File: src/hdl/piecewise_linear_cycle_generator_macros.svh
// ----------------------------------------------------------------------------
// Piecewise linear cycle generator: assertion macros
// Concurrent checks that are compiled for simulation and vanish for synthesis.
// ----------------------------------------------------------------------------
`ifndef PIECEWISE_LINEAR_CYCLE_GENERATOR_MACROS_SVH
`define PIECEWISE_LINEAR_CYCLE_GENERATOR_MACROS_SVH
`ifndef SYNTHESIS
// The consequent holds in the same cycle as the antecedent.
`define PLCG_ASSERT_IMP(label, clk, rst_n, ante, cons) \
    label: assert property (@(posedge clk) disable iff (!rst_n) (ante) |-> (cons)) \
        else $error("plcg: same-cycle check failed");
// The consequent holds in the cycle after the antecedent.
`define PLCG_ASSERT_NXT(label, clk, rst_n, ante, cons) \
    label: assert property (@(posedge clk) disable iff (!rst_n) (ante) |=> (cons)) \
        else $error("plcg: next-cycle check failed");
`else
`define PLCG_ASSERT_IMP(label, clk, rst_n, ante, cons)
`define PLCG_ASSERT_NXT(label, clk, rst_n, ante, cons)
`endif
`endif

File: src/hdl/plcg_pkg.sv
// ----------------------------------------------------------------------------
// plcg_pkg
// Types, widths and constants shared by the waveform generator modules.
// ----------------------------------------------------------------------------
`timescale 1ns / 1ps

package plcg_pkg;

    localparam int TIME_W   = 20;
    localparam int LEVEL_W  = 16;
    localparam int SMOOTH_W = 18;
    localparam int PHASE_W  = 2;
    localparam int CFG_IDX_W = 3;
    localparam int CFG_DATA_W = 20;

    // Signed widths of the interpolation terms.
    localparam int SPAN_W = TIME_W + 1;
    localparam int DIFF_W = LEVEL_W + 1;
    localparam int PROD_W = SPAN_W + DIFF_W;
    localparam int QUO_W  = PROD_W - 1;
    localparam int SUM_W  = QUO_W + 2;

    localparam int DIV_STEPS = QUO_W;
    localparam int CNT_W = $clog2(DIV_STEPS);

    typedef logic [TIME_W-1:0]  t_time;
    typedef logic [LEVEL_W-1:0] t_level;

    localparam logic [CFG_IDX_W-1:0] CFG_END_TIME_1 = 3'd0;
    localparam logic [CFG_IDX_W-1:0] CFG_END_TIME_2 = 3'd1;
    localparam logic [CFG_IDX_W-1:0] CFG_END_TIME_3 = 3'd2;
    localparam logic [CFG_IDX_W-1:0] CFG_END_TIME_4 = 3'd3;
    localparam logic [CFG_IDX_W-1:0] CFG_LEVEL_1    = 3'd4;
    localparam logic [CFG_IDX_W-1:0] CFG_LEVEL_2    = 3'd5;
    localparam logic [CFG_IDX_W-1:0] CFG_LEVEL_3    = 3'd6;
    localparam logic [CFG_IDX_W-1:0] CFG_LEVEL_4    = 3'd7;

    localparam t_time  RST_END_TIME_1 = 20'd3277;
    localparam t_time  RST_END_TIME_2 = 20'd655;
    localparam t_time  RST_END_TIME_3 = 20'd13107;
    localparam t_time  RST_END_TIME_4 = 20'd47186;
    localparam t_level RST_LEVEL_1    = 16'd328;
    localparam t_level RST_LEVEL_2    = 16'd29491;
    localparam t_level RST_LEVEL_3    = 16'd32768;
    localparam t_level RST_LEVEL_4    = 16'd3277;

    localparam logic [PHASE_W-1:0] PHASE_ONE  = 2'd0;
    localparam logic [PHASE_W-1:0] PHASE_FOUR = 2'd3;

    localparam logic signed [SUM_W-1:0] SMOOTH_MAX = 39'sd131071;
    localparam logic signed [SUM_W-1:0] SMOOTH_MIN = -39'sd131072;

    typedef enum logic [2:0] {
        S_IDLE,
        S_UPDATE,
        S_SETUP,
        S_MUL,
        S_LOAD,
        S_DIV,
        S_DONE
    } t_state;

    typedef struct packed {
        logic accept;
        logic update;
        logic setup;
        logic mul;
        logic load_div;
        logic div_step;
        logic load_out;
    } t_cmd;

    typedef struct packed {
        logic zero_span;
        logic out_free;
    } t_status;

endpackage

File: src/hdl/piecewise_linear_cycle_generator.sv
// ----------------------------------------------------------------------------
// piecewise_linear_cycle_generator
// Four-phase periodic waveform: phase sequencing on each tick and a linearly
// interpolated, saturated level between the configured breakpoints.
// ----------------------------------------------------------------------------
// Channel  | Direction | Handshake                  | Payload
// input    | in        | i_in_valid / o_in_stall    | i_tick
// output   | out       | o_out_valid / i_out_stall  | o_phase, o_discrete_level,
//          |           |                            | o_smooth_level
// config   | in        | i_cfg_we                   | i_cfg_index, i_cfg_data
//
// A tick passes through update, setup, multiply, divider load, the restoring
// divider (one bit per cycle) and output load; a zero span skips the divider.
// The next tick can be taken in the cycle after the result is loaded.
// Reset is synchronous and restores the configuration defaults, phase one and
// zero time. A stalled result is held in the output register; the sequencer
// waits to load the next one until that register is free.
// ----------------------------------------------------------------------------
`timescale 1ns / 1ps
`include "piecewise_linear_cycle_generator_macros.svh"

module piecewise_linear_cycle_generator
    import plcg_pkg::*;
#(
    parameter int TIME_STEP = 66
) (
    input  logic                        i_clk,
    input  logic                        i_rst_n,
    input  logic                        i_cfg_we,
    input  logic [CFG_IDX_W-1:0]        i_cfg_index,
    input  logic [CFG_DATA_W-1:0]       i_cfg_data,
    input  logic                        i_in_valid,
    output logic                        o_in_stall,
    input  logic                        i_tick,
    output logic                        o_out_valid,
    input  logic                        i_out_stall,
    output logic [PHASE_W-1:0]          o_phase,
    output logic [LEVEL_W-1:0]          o_discrete_level,
    output logic signed [SMOOTH_W-1:0]  o_smooth_level
);

    t_cmd    w_cmd;
    t_status w_status;
    logic    w_busy;

    plcg_ctrl u_ctrl (
        .i_clk      (i_clk),
        .i_rst_n    (i_rst_n),
        .i_in_valid (i_in_valid),
        .i_status   (w_status),
        .o_cmd      (w_cmd),
        .o_busy     (w_busy)
    );

    plcg_dp #(
        .TIME_STEP (TIME_STEP)
    ) u_dp (
        .i_clk            (i_clk),
        .i_rst_n          (i_rst_n),
        .i_cfg_we         (i_cfg_we),
        .i_cfg_index      (i_cfg_index),
        .i_cfg_data       (i_cfg_data),
        .i_tick           (i_tick),
        .i_cmd            (w_cmd),
        .i_out_stall      (i_out_stall),
        .o_status         (w_status),
        .o_out_valid      (o_out_valid),
        .o_phase          (o_phase),
        .o_discrete_level (o_discrete_level),
        .o_smooth_level   (o_smooth_level)
    );

    assign o_in_stall = w_busy;

    // A transfer in is always followed by the state update.
    `PLCG_ASSERT_NXT(a_accept_then_update, i_clk, i_rst_n, w_cmd.accept, w_cmd.update)
    // The sequencer issues at most one command per cycle.
    `PLCG_ASSERT_IMP(a_cmd_onehot, i_clk, i_rst_n, 1'b1, $onehot0(w_cmd))
    // Loading a result always leaves a valid output.
    `PLCG_ASSERT_NXT(a_load_gives_valid, i_clk, i_rst_n, w_cmd.load_out, o_out_valid)
    // No input is taken while a tick is being worked on.
    `PLCG_ASSERT_IMP(a_busy_stalls, i_clk, i_rst_n, w_cmd.update || w_cmd.div_step, o_in_stall)

endmodule

File: src/hdl/plcg_ctrl.sv
// ----------------------------------------------------------------------------
// plcg_ctrl
// Sequencer: walks one tick through update, setup, multiply, divider load,
// divide (not for a zero span), output load; counts the divider iterations.
// ----------------------------------------------------------------------------
`timescale 1ns / 1ps

module plcg_ctrl
    import plcg_pkg::*;
(
    input  logic    i_clk,
    input  logic    i_rst_n,
    input  logic    i_in_valid,
    input  t_status i_status,
    output t_cmd    o_cmd,
    output logic    o_busy
);

    t_state            r_state, n_state;
    logic [CNT_W-1:0]  r_count, n_count;

    always_ff @(posedge i_clk) begin
        if (!i_rst_n) begin
            r_state <= S_IDLE;
            r_count <= '0;
        end else begin
            r_state <= n_state;
            r_count <= n_count;
        end
    end

    always_comb begin
        n_state = r_state;
        n_count = r_count;
        case (r_state)
            S_IDLE: begin
                if (i_in_valid) begin
                    n_state = S_UPDATE;
                end
            end
            S_UPDATE: n_state = S_SETUP;
            S_SETUP:  n_state = S_MUL;
            S_MUL:    n_state = S_LOAD;
            S_LOAD: begin
                n_count = CNT_W'(DIV_STEPS - 1);
                n_state = i_status.zero_span ? S_DONE : S_DIV;
            end
            S_DIV: begin
                n_count = r_count - 1'b1;
                if (r_count == '0) begin
                    n_state = S_DONE;
                end
            end
            S_DONE: begin
                if (i_status.out_free) begin
                    n_state = S_IDLE;
                end
            end
            default: n_state = S_IDLE;
        endcase
    end

    always_comb begin
        o_cmd  = '0;
        o_busy = 1'b1;
        case (r_state)
            S_IDLE: begin
                o_busy       = 1'b0;
                o_cmd.accept = i_in_valid;
            end
            S_UPDATE: o_cmd.update   = 1'b1;
            S_SETUP:  o_cmd.setup    = 1'b1;
            S_MUL:    o_cmd.mul      = 1'b1;
            S_LOAD:   o_cmd.load_div = 1'b1;
            S_DIV:    o_cmd.div_step = 1'b1;
            S_DONE:   o_cmd.load_out = i_status.out_free;
            default:  o_busy         = 1'b1;
        endcase
    end

endmodule

File: src/hdl/plcg_dp.sv
// ----------------------------------------------------------------------------
// plcg_dp
// Datapath: configuration registers, phase and time state, interpolation
// terms, multiplier, restoring divider and the output register.
// ----------------------------------------------------------------------------
`timescale 1ns / 1ps

module plcg_dp
    import plcg_pkg::*;
#(
    parameter int TIME_STEP = 66
) (
    input  logic                         i_clk,
    input  logic                         i_rst_n,
    input  logic                         i_cfg_we,
    input  logic [CFG_IDX_W-1:0]         i_cfg_index,
    input  logic [CFG_DATA_W-1:0]        i_cfg_data,
    input  logic                         i_tick,
    input  t_cmd                         i_cmd,
    input  logic                         i_out_stall,
    output t_status                      o_status,
    output logic                         o_out_valid,
    output logic [PHASE_W-1:0]           o_phase,
    output logic [LEVEL_W-1:0]           o_discrete_level,
    output logic signed [SMOOTH_W-1:0]   o_smooth_level
);

    t_time  r_end_time [4];
    t_level r_level    [4];

    logic               r_tick;
    logic [PHASE_W-1:0] r_phase;
    t_time              r_elapsed;

    logic signed [SPAN_W-1:0] r_span, r_offset;
    logic signed [DIFF_W-1:0] r_diff;
    t_level                   r_v1, r_v2;
    logic                     r_zero_span;
    logic signed [PROD_W-1:0] r_prod;

    logic [QUO_W-1:0]  r_quo;
    t_time             r_rem, r_divisor;
    logic              r_neg;

    logic                        r_out_valid;
    logic [PHASE_W-1:0]          r_out_phase;
    t_level                      r_out_level;
    logic signed [SMOOTH_W-1:0]  r_out_smooth;

    // ---------------- configuration ----------------
    always_ff @(posedge i_clk) begin
        if (!i_rst_n) begin
            r_end_time[0] <= RST_END_TIME_1;
            r_end_time[1] <= RST_END_TIME_2;
            r_end_time[2] <= RST_END_TIME_3;
            r_end_time[3] <= RST_END_TIME_4;
            r_level[0]    <= RST_LEVEL_1;
            r_level[1]    <= RST_LEVEL_2;
            r_level[2]    <= RST_LEVEL_3;
            r_level[3]    <= RST_LEVEL_4;
        end else if (i_cfg_we) begin
            case (i_cfg_index)
                CFG_END_TIME_1: r_end_time[0] <= i_cfg_data;
                CFG_END_TIME_2: r_end_time[1] <= i_cfg_data;
                CFG_END_TIME_3: r_end_time[2] <= i_cfg_data;
                CFG_END_TIME_4: r_end_time[3] <= i_cfg_data;
                CFG_LEVEL_1:    r_level[0]    <= i_cfg_data[LEVEL_W-1:0];
                CFG_LEVEL_2:    r_level[1]    <= i_cfg_data[LEVEL_W-1:0];
                CFG_LEVEL_3:    r_level[2]    <= i_cfg_data[LEVEL_W-1:0];
                CFG_LEVEL_4:    r_level[3]    <= i_cfg_data[LEVEL_W-1:0];
                default: ;
            endcase
        end
    end

    // ---------------- phase and time update ----------------
    logic [TIME_W:0]    w_time_sum;
    t_time              w_time_sat;
    logic [PHASE_W-1:0] n_phase;
    t_time              n_elapsed;

    // The elapsed time saturates rather than wrapping.
    assign w_time_sum = {1'b0, r_elapsed} + (TIME_W + 1)'(TIME_STEP);
    assign w_time_sat = w_time_sum[TIME_W] ? '1 : w_time_sum[TIME_W-1:0];

    always_comb begin
        n_phase   = r_phase;
        n_elapsed = r_elapsed;
        if (r_tick) begin
            n_elapsed = w_time_sat;
            if (w_time_sat >= r_end_time[r_phase]) begin
                if (r_phase == PHASE_FOUR) begin
                    n_phase   = PHASE_ONE;
                    n_elapsed = '0;
                end else begin
                    n_phase = r_phase + 1'b1;
                end
            end
        end
    end

    always_ff @(posedge i_clk) begin
        if (!i_rst_n) begin
            r_phase   <= PHASE_ONE;
            r_elapsed <= '0;
        end else if (i_cmd.update) begin
            r_phase   <= n_phase;
            r_elapsed <= n_elapsed;
        end
    end

    always_ff @(posedge i_clk) begin
        if (i_cmd.accept) begin
            r_tick <= i_tick;
        end
    end

    // ---------------- interpolation terms ----------------
    logic [PHASE_W-1:0] w_prev;
    t_time              w_t1, w_t2;
    t_level             w_v1, w_v2;

    assign w_prev = r_phase - 1'b1;
    assign w_t2   = r_end_time[r_phase];
    assign w_v2   = r_level[r_phase];
    assign w_t1   = (r_phase == PHASE_ONE) ? '0 : r_end_time[w_prev];
    assign w_v1   = (r_phase == PHASE_ONE) ? '0 : r_level[w_prev];

    always_ff @(posedge i_clk) begin
        if (i_cmd.setup) begin
            r_span      <= $signed({1'b0, w_t2}) - $signed({1'b0, w_t1});
            r_offset    <= $signed({1'b0, r_elapsed}) - $signed({1'b0, w_t1});
            r_diff      <= $signed({1'b0, w_v2}) - $signed({1'b0, w_v1});
            r_v1        <= w_v1;
            r_v2        <= w_v2;
            r_zero_span <= (w_t2 == w_t1);
        end
        if (i_cmd.mul) begin
            r_prod <= PROD_W'(r_diff * r_offset);
        end
    end

    // ---------------- restoring divider ----------------
    logic [PROD_W-1:0] w_prod_mag;
    logic [SPAN_W-1:0] w_span_mag;
    logic [TIME_W:0]   w_shifted;
    logic [TIME_W+1:0] w_trial;

    assign w_prod_mag = r_prod[PROD_W-1] ? (~r_prod + 1'b1) : r_prod;
    assign w_span_mag = r_span[SPAN_W-1] ? (~r_span + 1'b1) : r_span;
    assign w_shifted  = {r_rem, r_quo[QUO_W-1]};
    assign w_trial    = {1'b0, w_shifted} - {2'b00, r_divisor};

    always_ff @(posedge i_clk) begin
        if (i_cmd.load_div) begin
            r_quo     <= w_prod_mag[QUO_W-1:0];
            r_divisor <= w_span_mag[TIME_W-1:0];
            r_rem     <= '0;
            r_neg     <= r_prod[PROD_W-1] ^ r_span[SPAN_W-1];
        end else if (i_cmd.div_step) begin
            // The partial remainder stays below the divisor, so 20 bits hold it.
            if (!w_trial[TIME_W+1]) begin
                r_rem <= w_trial[TIME_W-1:0];
                r_quo <= {r_quo[QUO_W-2:0], 1'b1};
            end else begin
                r_rem <= w_shifted[TIME_W-1:0];
                r_quo <= {r_quo[QUO_W-2:0], 1'b0};
            end
        end
    end

    // ---------------- result and output register ----------------
    logic signed [SUM_W-1:0]    w_q, w_sq, w_total;
    logic signed [SMOOTH_W-1:0] w_smooth;

    assign w_q     = $signed({2'b00, r_quo});
    assign w_sq    = r_neg ? -w_q : w_q;
    assign w_total = w_sq + $signed(SUM_W'(r_v1));

    always_comb begin
        if (r_zero_span) begin
            w_smooth = $signed({2'b00, r_v2});
        end else if (w_total > SMOOTH_MAX) begin
            w_smooth = SMOOTH_MAX[SMOOTH_W-1:0];
        end else if (w_total < SMOOTH_MIN) begin
            w_smooth = SMOOTH_MIN[SMOOTH_W-1:0];
        end else begin
            w_smooth = w_total[SMOOTH_W-1:0];
        end
    end

    always_ff @(posedge i_clk) begin
        if (!i_rst_n) begin
            r_out_valid <= 1'b0;
        end else if (i_cmd.load_out) begin
            r_out_valid <= 1'b1;
        end else if (!i_out_stall) begin
            r_out_valid <= 1'b0;
        end
    end

    always_ff @(posedge i_clk) begin
        if (i_cmd.load_out) begin
            r_out_phase  <= r_phase;
            r_out_level  <= r_v2;
            r_out_smooth <= w_smooth;
        end
    end

    assign o_status.zero_span = r_zero_span;
    assign o_status.out_free  = !r_out_valid || !i_out_stall;

    assign o_out_valid      = r_out_valid;
    assign o_phase          = r_out_phase;
    assign o_discrete_level = r_out_level;
    assign o_smooth_level   = r_out_smooth;

endmodule
File: config.mk
export PLATFORM = sky130hd
export DESIGN_NAME = piecewise_linear_cycle_generator
export DESIGN_NICKNAME = d
export VERILOG_FILES = /design/src/hdl/plcg_pkg.sv /design/src/hdl/piecewise_linear_cycle_generator.sv /design/src/hdl/plcg_ctrl.sv /design/src/hdl/plcg_dp.sv
export VERILOG_INCLUDE_DIRS = /design/src /design/src/hdl
export SDC_FILE = /design/constraint.sdc
export NUM_CORES = 2
export LEC_CHECK = 0
export BUFFER_PORTS_ARGS = -buffer_cell sky130_fd_sc_hd__buf_2
export CORE_ASPECT_RATIO = 0.9
export CORE_MARGIN = 8
export CORE_UTILIZATION = 40
export DETAILED_ROUTE_END_ITERATION = 10
export MAX_ROUTING_LAYER = met4
export SLEW_MARGIN = 0
export SYNTH_ARGS = -nofsm -noshare
export SYNTH_HDL_FRONTEND = slang
export SYNTH_HIERARCHICAL = 1
export SYNTH_SLANG_ARGS = --single-unit
File: constraint.sdc
create_clock -name i_clk -period 17.7 [get_ports i_clk]
set_input_delay 0 -clock i_clk [delete_from_list [all_inputs] [get_ports i_clk]]
set_output_delay 0 -clock i_clk [all_outputs]
set_load 0.05 [all_outputs]
==> impl_metrics.tcl <==
set metrics [dict create \
    status "finished clean" \
    fmax_ghz 0.123 \
    cts.htree.levels 2 \
    drtIter0Drc 2031 \
    pin_count 67 \
    critical_path_class "flop to flop" \
    min_path_type "input port to flop" \
    hpwl_um 73900 \
    start_kind "flop" \
    grt_setup_unrepaired "no" \
    slew_violations 0 \
    fin_hold_ws_ns 0.0226 \
    port_buffers 66 \
    design_area_um2 41700 \
    rr_endpoint "u_dp/r_prod[37]$_DFFE_PP_" \
    reg2reg_depth 24 \
    finalNetCount 4363 \
    syn_nets 4344 \
    syn_area_um2 38200 \
    yosysWarnings 6 \
    avgSynthCellArea_um2 10.2 \
    cts_buffer_depth 3 \
    fp.dieArea_um2 106000 \
    drive_gt1_share_pct 7.73 \
    dpl-instance-area_um2 39800 \
    synthFlopType "edfxtp_1" \
    cts.clk_slew.worst_paths_ns 0.06 \
    hold_path_startpoint "i_cfg_index[0]" \
    grt.total_usage_pct 18.8 \
    syn_inst 3741 \
    tns_ns 0 \
    grt_pass1_vias 27200 \
    end_kind "flop" \
    ys_seq_elements 423 \
    core.rowCount 107 \
    clock-sinks 423 \
    async_reset_ff_share_pct 0 \
    drt-wirelength-per-cell_um 19.2 \
    grt_max_degree 75 \
    antenna_found_initial 8 \
    postRouteAntennaNets 0 \
    cap_violations 0 \
    hold_viol_final 0 \
    cts_made_buffers 49 \
    wl_um 97200 \
    overflow 0 \
    worstHoldPathCells 3 \
    critPathRequiredTime_ns 18.05 \
    synth-edff-count 369 \
    dr.pass1.iters 7 \
    initial_core_util_pct 40.3 \
    core_um2 94700 \
    rr_startpoint "u_dp/r_diff[3]$_DFFE_PP_" \
    crit_arrival_ns 8.51 \
    place.gp.congestion 0.901 \
    fin_util_pct 44.1 \
    fillers 8893 \
    hold_buffers 27 \
    drc 0 \
    post-route-min-period_ns 8.16 \
    worst_pin_slew_ns 1.09 \
    routed-via-count 27000 \
    die_width_um 342 \
    post_cts_buffers 0 \
    grt_first_pass_wirelength_um 154000 \
    cts_tree "yes" \
    viasPerCell 5.34 \
    cp_max_fo 21 \
    synthDistinctLibCells 91 \
    final-setup-viol-count 0 \
    hold_end "u_dp/r_end_time[2][9]$_SDFFCE_PN1P_" \
    r2r_setup_slack_ns 9.54 \
    die_h_um 309 \
    clk-insertion-delay-late_ns 0.62 \
    fin_worst_skew_ns 0.0355 \
    ys_seq_area_share_pct 31.9 \
    root_buffer "clkbuf_16" \
    area_growth_pct 9.32 \
    max_slew_margin_pct 27.1 \
    post_cts_resized 0 \
    finalCritPeriodShare_pct 46.1 \
]
## metal layers
layer / up-vias / GRT usage (%) / routed length, um
met5: - / - / 0
met4: 0 / 5.10 / 2690
met3: 133 / 2.80 / 5660
met2: 702 / 28.8 / 43600
met1: 13400 / 26.2 / 45200
li1: 12700 / - / -
## synthesized netlist by cell type, types with 48 or more instances
library cell,n,area [um2]
nand2b_1,64,400
o21ai_0,111,556
edfxtp_1,369,11100
nor2_1,213,800
and2_1,253,1580
or3_1,65,407
xor2_1,79,692
clkbuf_1,131,492
nor2b_1,48,300
dfxtp_1,54,1080
fa_1,361,7230
xnor2_1,139,1220
a21oi_1,143,716
inv_1,523,1960
mux4_2,56,1260
nand2_1,320,1200
ha_1,213,2670
## per-stage QoR
step,setup slack (ns),instances
finish,9.54,5056
global route,9.07,5056
CTS,9.61,5054
detailed placement,9.64,4935
global placement,9.78,4935
floorplan,9.69,3741
## worst max path at each step
stage / to / startpoint / cells after the start / slack, ns
2_1_floorplan: u_dp/r_diff[0]$_DFFE_PP_ / u_ctrl/r_state[1]$_SDFFE_PN0P_ / 2 / 9.69
3_3_place_gp: u_dp/r_prod[37]$_DFFE_PP_ / u_dp/r_diff[7]$_DFFE_PP_ / 24 / 9.78
3_5_place_dp: u_dp/r_prod[37]$_DFFE_PP_ / u_dp/r_diff[6]$_DFFE_PP_ / 24 / 9.64
4_1_cts: u_dp/r_prod[37]$_DFFE_PP_ / u_dp/r_diff[7]$_DFFE_PP_ / 24 / 9.61
5_1_grt: u_dp/r_prod[37]$_DFFE_PP_ / u_dp/r_diff[7]$_DFFE_PP_ / 24 / 9.07
6_report: u_dp/r_prod[37]$_DFFE_PP_ / u_dp/r_diff[3]$_DFFE_PP_ / 24 / 9.54
## cells by family (layout without fill, tap and decap cells)
logic type               Yosys count  in the layout  synth area share, %
buffers and inverters            679            739                 6.71
AO/OA/AOI/OAI                    580            580                 10.2
adder cells (fa/ha/maj)          574            574                 25.9
XOR/XNOR                         218            218                 5.00
multiplexers                     102            102                 4.53
AND/OR/NAND/NOR                 1165           1165                 15.8
other                              0              2                    0
flip-flops                       423            423                 31.9
## critical path, cell delays in order, from the launching register on
cell      delay (ns)
edfxtp_1        0.87
nand2_1         0.18
fa_1            0.53
inv_1           0.05
fa_1            0.48
inv_1           0.06
fa_1            0.50
fa_1            0.49
inv_1           0.05
fa_1            0.53
inv_1           0.05
fa_1            0.54
inv_1           0.05
ha_1            0.35
a21oi_1         0.34
o211ai_1        0.15
a221oi_1        0.32
o31a_1          0.25
o21ai_0         0.29
o31ai_1         0.58
o21ai_0         0.27
or4_1           0.48
a31oi_1         0.20
o21bai_1        0.10
xnor2_1         0.13
## flip-flops by register name, indices dropped and copies added (netlist names), 17 cells and up, named ones only
register / flops
u_dp/o_smooth_level: 18
u_dp/r_quo: 37
u_dp/r_diff: 17
u_dp/r_divisor: 20
u_dp/r_span: 21
u_dp/r_end_time: 80
u_dp/r_elapsed: 20
u_dp/r_rem: 20
u_dp/r_offset: 21
u_dp/r_level: 64
u_dp/r_prod: 38
## cell usage in the layout (no fill, tap or decap), types with 66 or more instances in the layout
cell type / count
edfxtp_1: 369
and2_1: 253
xnor2_1: 139
ha_1: 212
nand2_1: 320
a21oi_1: 143
nor2_1: 212
o21ai_0: 105
xor2_1: 79
buf_2: 66
inv_1: 523
fa_1: 361
## cell type report
| type | instances | area, um2 | share of cell area [%] |
|---|---|---|---|
| Multi-Input combinational cell | 2639 | 23500 | 56.4 |
| Sequential cell | 423 | 12200 | 29.2 |
| Inverter | 527 | 1980 | 4.74 |
| Timing Repair Buffer | 120 | 803 | 1.92 |
| Clock buffer | 60 | 1350 | 3.23 |
| Antenna cell | 2 | 5.00 | 0.0120 |
| Clock inverter | 32 | 328 | 0.785 |
| Tap cell | 1253 | 1570 | 3.76 |
Power is not shown: default switching activity piles up to over one toggle a cycle in this logic, so the estimate is an artifact.
